===== src/design/trd_pkg.sv =====
`default_nettype none

package trd_pkg;

  // Fixed field widths of the channels and the configuration port.
  localparam int TS_W   = 16;
  localparam int WORD_W = 24;
  localparam int CFG_W  = 16;
  localparam int IDX_W  = 2;

  // Depth of the pulse queue between the front and the back.
  localparam int QUEUE_DEPTH = 2;

  // Configuration register indexes.
  localparam logic [IDX_W-1:0] REG_SHORT_MIN = 2'd0;
  localparam logic [IDX_W-1:0] REG_SHORT_MAX = 2'd1;
  localparam logic [IDX_W-1:0] REG_LONG_MIN  = 2'd2;
  localparam logic [IDX_W-1:0] REG_LONG_MAX  = 2'd3;

  // Reset values: nominal 350 and 1050 ticks with a quarter tolerance.
  localparam logic [CFG_W-1:0] SHORT_MIN_RST = 16'd262;
  localparam logic [CFG_W-1:0] SHORT_MAX_RST = 16'd437;
  localparam logic [CFG_W-1:0] LONG_MIN_RST  = 16'd787;
  localparam logic [CFG_W-1:0] LONG_MAX_RST  = 16'd1312;

  // Pulse kinds: width class plus the level that just ended.
  typedef logic [2:0] pulse_t;
  localparam pulse_t PULSE_S0  = 3'd0;
  localparam pulse_t PULSE_S1  = 3'd1;
  localparam pulse_t PULSE_L0  = 3'd2;
  localparam pulse_t PULSE_L1  = 3'd3;
  localparam pulse_t PULSE_BAD = 3'd4;

  // Frame decoder states.
  typedef logic [3:0] frame_t;
  localparam frame_t ST_IDLE = 4'd0;
  localparam frame_t ST_S    = 4'd1;
  localparam frame_t ST_SL   = 4'd2;
  localparam frame_t ST_SLS  = 4'd3;
  localparam frame_t ST_B0   = 4'd4;
  localparam frame_t ST_SLL  = 4'd5;
  localparam frame_t ST_BF   = 4'd6;
  localparam frame_t ST_L    = 4'd7;
  localparam frame_t ST_LS   = 4'd8;
  localparam frame_t ST_LSL  = 4'd9;
  localparam frame_t ST_B1   = 4'd10;

  // Symbol codes in the packed code word.
  typedef logic [1:0] sym_t;
  localparam sym_t SYM_ZERO  = 2'd0;
  localparam sym_t SYM_ONE   = 2'd1;
  localparam sym_t SYM_FLOAT = 2'd2;

  // Pulse detection thresholds.
  typedef struct packed {
    logic [CFG_W-1:0] short_min;
    logic [CFG_W-1:0] short_max;
    logic [CFG_W-1:0] long_min;
    logic [CFG_W-1:0] long_max;
  } thresh_t;

  // Queue write side and read side.
  typedef struct packed {
    logic   push;
    pulse_t kind;
  } q_wr_t;

  typedef struct packed {
    logic   avail;
    pulse_t kind;
  } q_rd_t;

  // Frame table: next state for a state and a pulse kind.
  // Codes outside the table behave as the initial state.
  function automatic frame_t frame_next(frame_t st, pulse_t kind);
    frame_t nxt;
    nxt = ST_IDLE;
    case (st)
      ST_S:   if (kind == PULSE_L0) nxt = ST_SL;
      ST_SL: begin
        if (kind == PULSE_S1) nxt = ST_SLS;
        else if (kind == PULSE_L1) nxt = ST_SLL;
      end
      ST_SLS: if (kind == PULSE_L0) nxt = ST_B0;
      ST_SLL: if (kind == PULSE_S0) nxt = ST_BF;
      ST_L:   if (kind == PULSE_S0) nxt = ST_LS;
      ST_LS:  if (kind == PULSE_L1) nxt = ST_LSL;
      ST_LSL: if (kind == PULSE_S0) nxt = ST_B1;
      default: begin
        // Idle and the three symbol states start a new symbol.
        if (kind == PULSE_S1) nxt = ST_S;
        else if (kind == PULSE_L1) nxt = ST_L;
      end
    endcase
    return nxt;
  endfunction

endpackage

`default_nettype wire


===== src/design/trd_sample_if.sv =====
`default_nettype none

interface trd_sample_if import trd_pkg::*; ();
  logic            valid;
  logic            ready;
  logic [TS_W-1:0] timestamp;
  logic            pin_level;

  modport source (output valid, output timestamp, output pin_level, input ready);
  modport sink (input valid, input timestamp, input pin_level, output ready);
endinterface

`default_nettype wire


===== src/design/trd_code_if.sv =====
`default_nettype none

interface trd_code_if import trd_pkg::*; ();
  logic              valid;
  logic              ready;
  logic [WORD_W-1:0] code_word;

  modport source (output valid, output code_word, input ready);
  modport sink (input valid, input code_word, output ready);
endinterface

`default_nettype wire


===== src/design/trd_front.sv =====
`default_nettype none

module trd_front import trd_pkg::*; #(
  parameter int TIMER_WIDTH = 16
) (
  input  wire logic             clk,
  input  wire logic             rst,
  input  wire logic             cfg_wr_en,
  input  wire logic [IDX_W-1:0] cfg_index,
  input  wire logic [CFG_W-1:0] cfg_data,
  trd_sample_if.sink            sample,
  input  wire logic             q_full,
  output q_wr_t                 q_wr
);

  localparam int CMP_W = (TIMER_WIDTH > CFG_W) ? TIMER_WIDTH : CFG_W;

  thresh_t                thr;
  logic                   last_level;
  logic [TIMER_WIDTH-1:0] edge_time;
  logic [TIMER_WIDTH-1:0] now;
  logic [TIMER_WIDTH-1:0] width;
  logic [CMP_W-1:0]       wx;
  logic                   take;
  logic                   edge_seen;
  logic                   short_hit;
  logic                   long_hit;

  // Configuration registers.
  always_ff @(posedge clk) begin
    if (rst) begin
      thr.short_min <= SHORT_MIN_RST;
      thr.short_max <= SHORT_MAX_RST;
      thr.long_min  <= LONG_MIN_RST;
      thr.long_max  <= LONG_MAX_RST;
    end else if (cfg_wr_en) begin
      case (cfg_index)
        REG_SHORT_MIN: thr.short_min <= cfg_data;
        REG_SHORT_MAX: thr.short_max <= cfg_data;
        REG_LONG_MIN:  thr.long_min  <= cfg_data;
        REG_LONG_MAX:  thr.long_max  <= cfg_data;
        default: ;
      endcase
    end
  end

  // A word is taken whenever the queue has room.
  assign sample.ready = !q_full;
  assign take         = sample.valid && !q_full;
  assign edge_seen    = take && (sample.pin_level != last_level);

  // Wrapped pulse width since the previous edge.
  assign now   = TIMER_WIDTH'(sample.timestamp);
  assign width = now - edge_time;
  assign wx    = CMP_W'(width);

  // Window tests; the short window wins where both match.
  assign short_hit = (CMP_W'(thr.short_min) < wx) && (wx < CMP_W'(thr.short_max));
  assign long_hit  = (CMP_W'(thr.long_min) < wx) && (wx < CMP_W'(thr.long_max));

  always_comb begin
    q_wr.push = edge_seen;
    if (short_hit) q_wr.kind = last_level ? PULSE_S1 : PULSE_S0;
    else if (long_hit) q_wr.kind = last_level ? PULSE_L1 : PULSE_L0;
    else q_wr.kind = PULSE_BAD;
  end

  // Edge tracking.
  always_ff @(posedge clk) begin
    if (rst) begin
      last_level <= 1'b0;
      edge_time  <= '0;
    end else if (edge_seen) begin
      last_level <= sample.pin_level;
      edge_time  <= now;
    end
  end

endmodule

`default_nettype wire


===== src/design/trd_queue.sv =====
`default_nettype none

module trd_queue import trd_pkg::*; (
  input  wire logic  clk,
  input  wire logic  rst,
  input  wire q_wr_t q_wr,
  output logic       q_full,
  input  wire logic  pop,
  output q_rd_t      q_rd
);

  localparam int PTR_W = (QUEUE_DEPTH > 1) ? $clog2(QUEUE_DEPTH) : 1;
  localparam int OCC_W = $clog2(QUEUE_DEPTH + 1);

  pulse_t           entries [QUEUE_DEPTH];
  logic [PTR_W-1:0] wr_ptr;
  logic [PTR_W-1:0] rd_ptr;
  logic [OCC_W-1:0] occ;
  logic             do_push;
  logic             do_pop;

  assign q_full     = (occ == OCC_W'(QUEUE_DEPTH));
  assign q_rd.avail = (occ != '0);
  assign q_rd.kind  = entries[rd_ptr];
  assign do_push    = q_wr.push && !q_full;
  assign do_pop     = pop && q_rd.avail;

  // Entry storage.
  always_ff @(posedge clk) begin
    if (do_push) entries[wr_ptr] <= q_wr.kind;
  end

  // Pointers and occupancy.
  always_ff @(posedge clk) begin
    if (rst) begin
      wr_ptr <= '0;
      rd_ptr <= '0;
      occ    <= '0;
    end else begin
      if (do_push) begin
        wr_ptr <= (wr_ptr == PTR_W'(QUEUE_DEPTH - 1)) ? '0 : wr_ptr + 1'b1;
      end
      if (do_pop) begin
        rd_ptr <= (rd_ptr == PTR_W'(QUEUE_DEPTH - 1)) ? '0 : rd_ptr + 1'b1;
      end
      if (do_push && !do_pop) occ <= occ + 1'b1;
      else if (do_pop && !do_push) occ <= occ - 1'b1;
    end
  end

  // Occupancy never exceeds the depth.
  a_occ_bound: assert property (@(posedge clk) disable iff (rst)
    occ <= OCC_W'(QUEUE_DEPTH))
    else $error("pulse queue occupancy above depth");

  // A push and no pop grows the occupancy by one.
  a_occ_grow: assert property (@(posedge clk) disable iff (rst)
    (do_push && !do_pop) |=> (occ == $past(occ) + 1'b1))
    else $error("pulse queue lost a push");

endmodule

`default_nettype wire


===== src/design/trd_back.sv =====
`default_nettype none

module trd_back import trd_pkg::*; #(
  parameter int SYMBOLS = 12
) (
  input  wire logic  clk,
  input  wire logic  rst,
  input  wire q_rd_t q_rd,
  output logic       pop,
  trd_code_if.source code
);

  localparam int CNT_W = $clog2(SYMBOLS + 1);

  frame_t            frame_state;
  frame_t            state_next;
  logic [CNT_W-1:0]  symbol_count;
  logic [WORD_W-1:0] acc;
  logic [WORD_W-1:0] shifted;
  logic              out_valid;
  logic [WORD_W-1:0] out_word;
  logic              is_sym;
  sym_t              sym;
  logic              last_sym;
  logic              emit;

  // Take a pulse whenever the output register is free or being drained.
  assign pop        = q_rd.avail && (!out_valid || code.ready);
  assign state_next = frame_next(frame_state, q_rd.kind);

  // Symbol decode of the new state.
  always_comb begin
    is_sym = 1'b1;
    case (state_next)
      ST_B0:   sym = SYM_ZERO;
      ST_B1:   sym = SYM_ONE;
      ST_BF:   sym = SYM_FLOAT;
      default: begin
        sym    = SYM_ZERO;
        is_sym = 1'b0;
      end
    endcase
  end

  // The first symbol of a frame starts a clean word.
  assign shifted  = (symbol_count == '0) ? {(WORD_W - 2)'(0), sym}
                                         : {acc[WORD_W-3:0], sym};
  assign last_sym = (symbol_count == CNT_W'(SYMBOLS - 1));
  assign emit     = pop && is_sym && last_sym;

  // Frame state and symbol count.
  always_ff @(posedge clk) begin
    if (rst) begin
      frame_state  <= ST_IDLE;
      symbol_count <= '0;
    end else if (pop) begin
      frame_state <= state_next;
      if (state_next == ST_IDLE || (is_sym && last_sym)) begin
        symbol_count <= '0;
      end else if (is_sym) begin
        symbol_count <= symbol_count + 1'b1;
      end
    end
  end

  // Symbol accumulator.
  always_ff @(posedge clk) begin
    if (pop && is_sym) acc <= shifted;
  end

  // Output register.
  always_ff @(posedge clk) begin
    if (rst) begin
      out_valid <= 1'b0;
    end else if (emit) begin
      out_valid <= 1'b1;
    end else if (code.ready) begin
      out_valid <= 1'b0;
    end
  end

  always_ff @(posedge clk) begin
    if (emit) out_word <= shifted;
  end

  assign code.valid     = out_valid;
  assign code.code_word = out_word;

  // The symbol count stays below a full frame.
  a_count_bound: assert property (@(posedge clk) disable iff (rst)
    symbol_count < CNT_W'(SYMBOLS))
    else $error("symbol count reached a full frame");

  // Only table states are ever reached.
  a_state_bound: assert property (@(posedge clk) disable iff (rst)
    frame_state <= ST_B1)
    else $error("frame state outside the table");

  // A finished frame shows a word and restarts the count.
  a_emit: assert property (@(posedge clk) disable iff (rst)
    emit |=> (out_valid && symbol_count == '0))
    else $error("finished frame not delivered");

  // No pulse is taken while a waiting word is stalled.
  a_no_overrun: assert property (@(posedge clk) disable iff (rst)
    (out_valid && !code.ready) |-> !pop)
    else $error("pulse taken over a stalled word");

endmodule

`default_nettype wire


===== src/design/tristate_rf_remote_decoder.sv =====
`default_nettype none

// Channel   Dir  Fields                       Handshake
// sample    in   timestamp[15:0], pin_level   valid/ready
// code      out  code_word[23:0]              valid/ready
// cfg       in   cfg_index[1:0], cfg_data     cfg_wr_en, no wait
//
// One sample word is taken every cycle while the queue has room; the front
// measures and classifies an edge in the cycle it is taken and writes the
// pulse to a 2-entry queue. The back runs one frame table step per cycle
// unless its output stalls, and code words are shown from a register.
// Synchronous reset clears edge tracking, the frame state, the queue and the
// output register, and reloads the pulse thresholds.
// A stalled code word holds the back; sample ready falls when the queue fills.

module tristate_rf_remote_decoder import trd_pkg::*; #(
  parameter int SYMBOLS     = 12,
  parameter int TIMER_WIDTH = 16
) (
  input  wire logic             clk,
  input  wire logic             rst,
  trd_sample_if.sink            sample,
  trd_code_if.source            code,
  input  wire logic             cfg_wr_en,
  input  wire logic [IDX_W-1:0] cfg_index,
  input  wire logic [CFG_W-1:0] cfg_data
);

  q_wr_t q_wr;
  q_rd_t q_rd;
  logic  q_full;
  logic  pop;

  // Edge detection and pulse classification.
  trd_front #(
    .TIMER_WIDTH(TIMER_WIDTH)
  ) u_front (
    .clk       (clk),
    .rst       (rst),
    .cfg_wr_en (cfg_wr_en),
    .cfg_index (cfg_index),
    .cfg_data  (cfg_data),
    .sample    (sample),
    .q_full    (q_full),
    .q_wr      (q_wr)
  );

  // Pulse queue.
  trd_queue u_queue (
    .clk    (clk),
    .rst    (rst),
    .q_wr   (q_wr),
    .q_full (q_full),
    .pop    (pop),
    .q_rd   (q_rd)
  );

  // Frame decoding and word assembly.
  trd_back #(
    .SYMBOLS(SYMBOLS)
  ) u_back (
    .clk  (clk),
    .rst  (rst),
    .q_rd (q_rd),
    .pop  (pop),
    .code (code)
  );

endmodule

`default_nettype wire


===== src/flat_wrapper.sv =====
// flat-port wrapper written by rule: the top's interface ports become plain ports
module tristate_rf_remote_decoder_flat import trd_pkg::*;
#(
  parameter int SYMBOLS     = 12,
  parameter int TIMER_WIDTH = 16
)
  (clk, rst, cfg_wr_en, cfg_index, cfg_data, sample_valid, sample_timestamp, sample_pin_level, sample_ready, code_valid, code_code_word, code_ready);
  trd_sample_if sample_i ();
  trd_code_if code_i ();
  input  wire logic clk;
  input  wire logic rst;
  input  wire logic cfg_wr_en;
  input  wire logic [IDX_W-1:0] cfg_index;
  input  wire logic [CFG_W-1:0] cfg_data;
  input wire logic [$bits(sample_i.valid)-1:0] sample_valid;
  input wire logic [$bits(sample_i.timestamp)-1:0] sample_timestamp;
  input wire logic [$bits(sample_i.pin_level)-1:0] sample_pin_level;
  output wire logic [$bits(sample_i.ready)-1:0] sample_ready;
  output wire logic [$bits(code_i.valid)-1:0] code_valid;
  output wire logic [$bits(code_i.code_word)-1:0] code_code_word;
  input wire logic [$bits(code_i.ready)-1:0] code_ready;
  assign sample_i.valid = sample_valid;
  assign sample_i.timestamp = sample_timestamp;
  assign sample_i.pin_level = sample_pin_level;
  assign sample_ready = sample_i.ready;
  assign code_valid = code_i.valid;
  assign code_code_word = code_i.code_word;
  assign code_i.ready = code_ready;
  tristate_rf_remote_decoder #(.SYMBOLS(SYMBOLS), .TIMER_WIDTH(TIMER_WIDTH)) u_core (.clk(clk), .rst(rst), .sample(sample_i), .code(code_i), .cfg_wr_en(cfg_wr_en), .cfg_index(cfg_index), .cfg_data(cfg_data));
endmodule

===== config.mk =====
export PLATFORM = sky130hd
export DESIGN_NAME = tristate_rf_remote_decoder_flat
export DESIGN_NICKNAME = d
export VERILOG_FILES = /design/src/design/trd_pkg.sv /design/src/design/trd_sample_if.sv /design/src/design/trd_code_if.sv /design/src/design/trd_front.sv /design/src/design/trd_queue.sv /design/src/design/trd_back.sv /design/src/design/tristate_rf_remote_decoder.sv /design/src/flat_wrapper.sv
export SDC_FILE = /design/constraint.sdc
export NUM_CORES = 1
export LEC_CHECK = 0
export CORE_ASPECT_RATIO = 1.75
export CORE_MARGIN = 1
export CORE_UTILIZATION = 52
export CTS_CLUSTER_DIAMETER = 150
export DETAILED_ROUTE_END_ITERATION = 7
export DONT_BUFFER_PORTS = 1
export MAX_ROUTING_LAYER = met4
export PLACE_DENSITY = 0.68
export SETUP_SLACK_MARGIN = 0.2
export SYNTH_ARGS = -nofsm -noshare
export SYNTH_HDL_FRONTEND = slang
export SYNTH_HIERARCHICAL = 1
export SYNTH_SLANG_ARGS = --single-unit

===== constraint.sdc =====
create_clock -name clk -period 5.83 [get_ports clk]
set_input_delay 1.166 -clock clk [delete_from_list [all_inputs] [get_ports clk]]
set_output_delay 1.166 -clock clk [all_outputs]
set_load 0.02 [all_outputs]

* Word level (Yosys, flattened, before mapping)
Memory sizes are Yosys's and may differ from the RTL's. A register that Yosys moved wholly into a read port is not among the register bits.
Index checks and enable logic that the tools add are counted.
** Operators by class
- Muxes and demuxes :: 30
- $add $sub $neg :: 6
- Shifts and indexed selects :: 0
- Bitwise gates (word level) :: 0
- Reduce and logical (&&, ||, !) cells :: 32
- $mul :: 0
- Equal/unequal tests :: 19
- Magnitude comparators :: 4
- Div/mod/pow operators :: 0
** Operators with widths (number)
- 16-bit < comparator :: 4
- 4-bit one-hot mux with 7 select lines :: 1
- 24-bit 2-to-1 mux :: 1
- 3-bit 2-to-1 mux :: 8
- 4-bit 2-to-1 mux :: 5
- 4-bit by 3-bit equality test with 1-bit output, second input constant :: 4
- 4-bit equality test, second input constant :: 4
- 16-bit subtractor :: 1
- 1-bit logical AND :: 12
- 1-bit 2-to-1 mux :: 11
- 2-bit AND reduction :: 5
- 4-bit by 2-bit equality test with 1-bit output, second input constant :: 2
- 4-bit logical NOT :: 2
- 2-bit nonzero test :: 4
- 2-bit equality test, second input constant :: 3
- 3-bit by 2-bit equality test with 1-bit output, second input constant :: 2
- 2-bit 2-to-1 mux :: 3
- 4-bit by 1-bit adder with 4-bit output, second input constant :: 1
- 4-bit by 1-bit equality test with 1-bit output, second input constant :: 1
- 1-bit logical NOT :: 4
- 2-bit one-hot mux with 2 select lines :: 1
- 3-bit by 1-bit equality test with 1-bit output, second input constant :: 1
- 3-bit logical NOT :: 1
- 3-bit OR reduction :: 1
- 7 further kinds :: 9
** Word-level totals
- Logic and storage cells :: 106
- Bits in writable memories :: 6
- Latch bits :: 0
- Memory bits (read-only) :: 0
- Flip-flop bits (word level) :: 140
- Memories :: 1
** Memories
- u_core.u_queue.entries :: words 2, width 3, rd ports 1, clocked after Yosys merged registers in 1, wr ports 1, line trd_queue.sv:15 : pulse_t entries [QUEUE_DEPTH];

* Logic depth before layout (Yosys ltp)
Gate-level depths: netlist (run 1).
- Depth after elaboration :: 11
- Depth in mapped cells :: 19
- Depth with buffers taken out :: 19

* Hierarchy
Netlist (run 1), hierarchy kept.
** Modules (own cells, without submodules)
- trd_front :: instances 1, seq. area each 1621.6 µm², cells each 626, area an instance 5097.4 µm²
- trd_back :: instances 1, seq. area each 1561.5 µm², cells each 170, area an instance 2301.0 µm²
- trd_queue :: instances 1, seq. area each 280.3 µm², cells each 34, area an instance 434.2 µm²

* Worst setup path after synthesis (run 1)
Ideal clock, no wire load.
- Kind :: input to register
- Start :: in sample_timestamp[0]
- End :: mem u_core/u_queue/entries[0][2] (netlist bit) (data pin)
- Arrival :: 4.535 ns
- Data required time :: 5.572 ns
- Slack :: 1.038 ns
- Cell stages on the path :: 18
- Cell sequence :: inv_1 > ha_1 > inv_1 > fa_1 > a21o_1 > a221oi_2 > o21bai_1 > a21oi_1 > xnor2_1 > inv_1 > ha_1 > or4_1 > o22ai_1 > a21oi_1 > maj3_1 > o311ai_1 > o2111a_1 > o21ba_1
** RTL lines
- start, declared :: line flat_wrapper.sv:16 : input wire logic [$bits(sample_i.timestamp)-1:0] sample_timestamp;
- end, declared :: line trd_queue.sv:15

==> results of run 1 <==
-- kinds of logic (layout without fill, tap and decap cells) --
kind of cell             count (synthesis)  count (layout)  synth area share [%]
XOR/XNOR                                27              27                 3.882
buffers and inverters                  103             104                 5.335
flip-flops                             147             147                 44.22
multiplexers                            23              23                 3.083
adder cells (fa/ha/maj)                 71              71                 11.34
AND/OR/NAND/NOR                        293             293                 18.24
AO/OA/AOI/OAI                          166             166                 13.90
-- final cells by class --
class / count / area [sq um] / share of cell area (%)
timing repair buffer: 3 / 22.52 / 0.2641
inverter: 69 / 259.0 / 3.037
sequential: 147 / 3463 / 40.62
clock inverter: 15 / 171.4 / 2.010
clock buffer: 17 / 425.4 / 4.989
tap: 183 / 229.0 / 2.685
multi-input combinational: 580 / 3956 / 46.40
-- flip-flops by register name, indices dropped and copies added, names as in the netlist, named ones only --
| signal | cells |
|---|---|
| u_core/u_back/code.valid | 1 |
| u_core/u_queue/occ | 2 |
| u_core/u_front/thr | 64 |
| u_core/u_front/edge_time | 16 |
| u_core/u_queue/entries | 6 |
| u_core/u_back/frame_state | 4 |
| u_core/u_queue/rd_ptr | 1 |
| u_core/u_back/code.code_word | 24 |
| u_core/u_back/symbol_count | 4 |
| u_core/u_back/acc | 22 |
| u_core/u_front/last_level | 1 |
| u_core/u_queue/wr_ptr | 1 |
-- layer usage --
layer / GRT usage [%] / routed length (um) / up-vias
li1: - / - / 2865
met1: 22.08 / 6224 / 2781
met2: 47.81 / 10360 / 129
met3: 4.861 / 553 / 36
met4: 12.19 / 713 / 0
met5: - / 0 / -
-- synth_stat cells (all sizes together), types with 8 or more instances --
library cell	number	area share [%]
nand3b	15	1.4
dfxtp	95	24
nand2	141	6.8
xor2	15	1.8
nor2	41	2.0
and3	8	0.64
ha	66	11
mux2i	17	2.2
buf	10	0.88
a21oi	70	4.5
o211ai	13	1.3
clkbuf	24	1.2
o21ai	27	1.8
nand3	10	0.70
xnor2	9	1.2
nor2b	28	2.3
inv	69	3.3
edfxtp	52	20
-- worst register-to-register path: cells and delay by family, from the launching register on --
kind,cells,cell delay [ns]
buffers and inverters,2,0.19
and+or+nand+nor,1,0.44
DFF,1,0.33
adders and majority gates,4,1.13
xor gates and xnor gates,1,0.25
AOI/OAI and AO/OA,9,1.81
-- through the flow --
step / instances / cell area, sq um
floorplan: 830 / 7833
global placement: 982 / 7930
detailed placement: 982 / 7930
CTS: 1014 / 8527
global route: 1014 / 8527
finish: 1014 / 8527
-- path summary, 6_finish.rpt --
path / from / endpoint / slack, ns / cells past startpoint
hold reg to reg: u_core/u_front/thr[33]$_SDFFE_PP0P_ / u_core/u_front/thr[33]$_SDFFE_PP0P_ / 0.46 / 2
setup / recovery: sample_timestamp[0] / u_core/u_queue/entries[0][2]$_DFFE_PP_ / 0.98 / 18
setup reg to reg: u_core/u_front/edge_time[0]$_SDFFE_PP0P_ / u_core/u_queue/entries[0][2]$_DFFE_PP_ / 1.43 / 17
hold / removal: u_core/u_front/thr[33]$_SDFFE_PP0P_ / u_core/u_front/thr[33]$_SDFFE_PP0P_ / 0.46 / 2
-- power by group through the flow --
stage | logic (mW) | registers, mW | clock network (mW)
CTS | 0.786 | 1.17 | 1.11
global placement | 0.749 | 1.19 | 0
detailed placement | 0.780 | 1.20 | 0
finish | 0.783 | 1.17 | 1.09
global route | 0.871 | 1.18 | 1.16
floorplan | 0.636 | 1.17 | 0
==> summary.md, run 1 <==
| Metric | Value |
|---|---|
| Status | finished, final reports clean |
| First-pass GRT wire length | 28.27 mm |
| Sequential Power Share | 38.5% |
| Peak VDD IR | 0.2034 mV |
| Initial antenna violation count | 0 |
| Number of remaining DRC errors | 0 |
| Detailed placer's ending HPWL | 13.42 mm |
| Core Util, Final | 57.75% |
| All-Layer GR Usage | 24.77% |
| CTS Hold Buffers Added | 0 |
| RSZ-0062 raised after global routing | false |
| Setup TNS | 0 ns |
| Vias in the first global route | 5949 |
| MaxCap Viol Count | 0 |
| Startpoint types | input pin |
| Die Ht | 164.4 um |
| WP buf/inv | 3 |
| Core footprint | 14760 sq um |
| Ys async rst share | 0% |
| Die width | 94.78 um |
| Fin worst setup slack | 0.9754 ns |
| Sw Ratio | 33.43% |
| Clock root buffer | clkbuf_16 |
| CP max FO | 3 |
| Normalized max-slew margin | 14.60% |
| Post-Syn Instances | 830 |
| Post-synth EDFFs | 52 |
| Largest net degree at the start of global routing | 96 |
| Cts bufs inserted | 17 |
| Syn Nets | 937 |
| Commonest cells after routing, fill and taps aside | nand2_1 (141), dfxtp_1 (95), a21oi_1 (69) |
| Worst slew pin tran | 1.276 ns |
| Seq cells post-synth | 147 |
| Hold Path Class | flip-flop to flip-flop |
| Hold Fails Final Rpt | 0 |
| Nets@finish | 925 |
| Final setup violation count | 0 |
| Leak Pwr | 3.367 nW |
| Vias | 5811 |
| Place WS | 0.5731 ns |
| Crit path max-delay family | compound AO/OA/AOI/OAI gates |
| Maximum root-to-sink buffer count | 2 |
| Final wirelength | 17.85 mm |
| Number of vias per cell | 5.731 |
| DR pass1 iterations | 4 |
| Register area share after synthesis | 44.22% |
| Overflow after GRT | 0 |
| Post-CTS setup buffer count | 0 |
| Critical-path cell list | inv_1 > ha_1 > inv_1 > fa_1 > a21o_1 > a221oi_2 > o21bai_1 > a21oi_1 > xnor2_1 > inv_1 > ha_1 > or4_1 > o22ai_1 > a21oi_1 > maj3_1 > o311ai_1 > o2111a_1 > o21ba_1 |
| Worst skew pair latency | 0.42 ns |
| Full die area | 15580 sq um |
| Synth cell types | 83 |
| Max stage delay on crit path | 0.43 ns |
| DR WL/cell | 17.60 um |
| Pwr Total | 3.049 mW |
| CP Data Arrival Time | 5.02 ns |
| Most frequent CP cell | inv_1 |
| Final antenna diode count | 0 |
| Worst Hold Margin | 0.4553 ns |
| Net Sw Power | 1.019 mW |
| IO buf count | 0 |
| Worst setup path class | input pin to flip-flop |
| Int Power | 2.030 mW |
| Clock sink count | 147 |
| PwrDens | 357.6 nW/um^2 |
| Detailed Route Iter0 Violations | 244 |
| Layout cells sized above 1 | 7.942% |
| Fill cells | 1316 |
| Boundary Pins | 66 |
| YS warnings | 6 |
| Power share of the combinational group | 25.7% |
| Rows | 59 |
| Clk network pwr share | 35.8% |
| Initial Util | 53.05% |
| Final Cycle Share | 83.27% |
| Cts repair resizes | 0 |
| CTS tree | built |
| Most used DFF post-synth | dfxtp_1 |
| Htree depth | 4 |
| Critical path endpoint category | flip-flop |
| Skew final | 0.01238 ns |
| Cell area after synthesis | 7833 sq um |
| Antenna violation net count after detailed routing | 0 |
| Final Slew Violations | 0 |
| Area delta synth->final | 8.866% |
| Tmin final | 4.855 ns |
| Gp weighted congestion | 0.8687 |
| Fmax | 0.2060 GHz |
| WP data required | 5.99 ns |
| Clock transition at path regs | 0.07 ns |
| Most common cell after layout, fill and taps aside | nand2_1 |
| Critical path's slowest cell | or4_1 |
| Avg Cell Area, Syn | 9.437 sq um |
Power figures use the tool's default switching activity.
==> run 2, diff against run 1 <==
Settings changed: PLACE_DENSITY 0.68 to 0.71.
Clock period 5.83 ns to 4.1 ns, I/O delays scaled along.
==> summary.md, run 2 (same netlist as run 1, synthesis figures left out) <==
| Metric | Value |
|---|---|
| Htree depth | 4 |
| Max stage delay on crit path | 0.44 ns |
| Hold Fails Final Rpt | 0 |
| WP data required | 4.27 ns |
| Cts bufs inserted | 17 |
| Skew final | 0.01310 ns |
| Startpoint types | input pin |
| Largest net degree at the start of global routing | 96 |
| Max FFs per register | 64 |
| Worst setup path class | input pin to flip-flop |
| Most common cell after layout, fill and taps aside | nand2_1 |
| DR pass1 iterations | 5 |
| Fill cells | 1251 |
| Tmin final | 4.027 ns |
| All-Layer GR Usage | 25.43% |
| Boundary Pins | 66 |
| Clock root buffer | clkbuf_16 |
| Critical path's slowest cell | or4_4 |
| Final setup violation count | 0 |
| Commonest cells after routing, fill and taps aside | nand2_1 (141), dfxtp_1 (94), a21oi_1 (66) |
| Full die area | 15580 sq um |
| Core footprint | 14760 sq um |
| Number of remaining DRC errors | 0 |
| CTS tree | built |
| Initial antenna violation count | 0 |
| CP Data Arrival Time | 4.19 ns |
| WP buf/inv | 3 |
| Most Crowded Layer GR | met2 |
| Gp weighted congestion | 0.8708 |
| First-pass GRT wire length | 29.15 mm |
| Leak Pwr | 3.664 nW |
| Peak VDD IR | 0.3081 mV |
| Die Ht | 164.4 um |
| Hold Path Class | flip-flop to flip-flop |
| Normalized max-slew margin | 17.43% |
| Vias | 6060 |
| Worst slew pin tran | 1.234 ns |
| Worst skew pair latency | 0.42 ns |
| GR Layer Usage met1 | 23.00% |
| PwrDens | 503.3 nW/um^2 |
| Clock sink count | 147 |
| Detailed Route Iter0 Violations | 233 |
| Overflow after GRT | 0 |
| Number of vias per cell | 5.658 |
| IO buf count | 0 |
| Die width | 94.78 um |
| Top reg by flops | u_core/u_front/thr |
| Vias in the first global route | 6060 |
| Initial Util | 53.05% |
| Final antenna diode count | 0 |
| Maximum root-to-sink buffer count | 2 |
| Detailed placer's ending HPWL | 13.63 mm |
| Met3 usage | 5.694% |
| Layout cells sized above 1 | 17.23% |
| Antenna violation net count after detailed routing | 0 |
| MaxCap Viol Count | 0 |
| Final Slew Violations | 0 |
| Status | finished, final reports clean |
| Final wirelength | 18.31 mm |
| CP max FO | 3 |
| Setup TNS | 0 ns |
| Critical-path cell list | clkinv_16 > ha_4 > inv_2 > fa_2 > a21o_1 > a221oi_4 > o21bai_1 > a21oi_1 > xnor2_1 > inv_1 > ha_2 > or4_4 > o22ai_2 > a21oi_2 > maj3_2 > o311ai_2 > o2111a_2 > o21ba_4 |
| Rows | 59 |
| Worst Hold Margin | 0.4536 ns |
| RSZ-0062 raised after global routing | true |
| Area delta synth->final | 17.17% |
| Critical path endpoint category | flip-flop |
| Fmax | 0.2483 GHz |
| DR WL/cell | 17.10 um |
| Nets@finish | 982 |
| Met2 GRT Util | 48.40% |
| Crit path max-delay family | compound AO/OA/AOI/OAI gates |
| Core Util, Final | 62.16% |
| Final Cycle Share | 98.23% |
| Clock transition at path regs | 0.06 ns |
[run 2: area by class of cell]
type                            instances  area, sq um  share of cell area (%)
Clock buffer                           17        425.4                   4.635
Clock inverter                         15        180.2                   1.963
Inverter                               69        285.3                   3.108
Multi-Input combinational cell        580         4143                   45.14
Sequential cell                       147         3465                   37.75
Tap cell                              183        229.0                   2.495
Timing Repair Buffer                   60        450.4                   4.908
[run 2: worst reg2reg max path: stages (launching register included)]
cell and delay [ns]:
dfxtp_1 0.34, inv_1 0.08, ha_1 0.26, nor2b_1 0.14, o2111ai_1 0.20, buf_4 0.16, buf_4 0.11, a21oi_2 0.06
o32a_4 0.35, a21o_1 0.17, a21o_1 0.17, xnor2_1 0.19, buf_4 0.17, inv_1 0.05, ha_1 0.31, a22o_1 0.25
nor4_2 0.26, o2111a_2 0.28, o21ba_4 0.16
[run 2: layer usage]
metal | part of all wire, % | vias up
li1 | - | 2997
met1 | 35 | 2871
met2 | 57 | 140
met3 | 3.7 | 52
met4 | 4.2 | 0
met5 | 0 | -
[run 2: worst paths after layout]
| path | from | endpoint | slack [ns] | cells past startpoint |
|---|---|---|---|---|
| setup reg to reg | u_core/u_front/edge_time[1]$_SDFFE_PP0P_ | u_core/u_queue/entries[1][2]$_DFFE_PP_ | 0.12 | 18 |
| setup / recovery | sample_timestamp[0] | u_core/u_queue/entries[1][2]$_DFFE_PP_ | 0.07 | 18 |
| hold reg to reg | u_core/u_front/thr[11]$_SDFFE_PP0P_ | u_core/u_front/thr[11]$_SDFFE_PP0P_ | 0.45 | 2 |
| hold / removal | u_core/u_front/thr[11]$_SDFFE_PP0P_ | u_core/u_front/thr[11]$_SDFFE_PP0P_ | 0.45 | 2 |
[run 2: metrics by stage]
step | instances | setup WS (ns) | total power [mW] | area [sq um]
after floorplan | 830 | -0.1521 | 2.567 | 7864
after global placement | 1033 | -0.3436 | 2.935 | 8349
after detailed placement | 1033 | -0.4138 | 2.974 | 8349
after CTS | 1065 | 0.08703 | 4.569 | 9000
after global routing | 1071 | -0.05946 | 4.867 | 9178
final | 1071 | 0.07253 | 4.619 | 9178
[run 2: power breakdown]
part / leakage [nW] / switching, mW / internal, mW / total [mW]
clock: 0.292 / 0.714 / 0.828 / 1.54
sequential: 1.25 / 0.0801 / 1.59 / 1.67
combinational: 2.12 / 0.741 / 0.665 / 1.41
[run 2: timing repair]
action	CTS	global route
hold buffers	0	0
pin swaps	4	15
endpoints found under the setup margin	6	6
endpoints found under the hold margin	0	0
buffers inserted	0	6
resized for setup	8	26
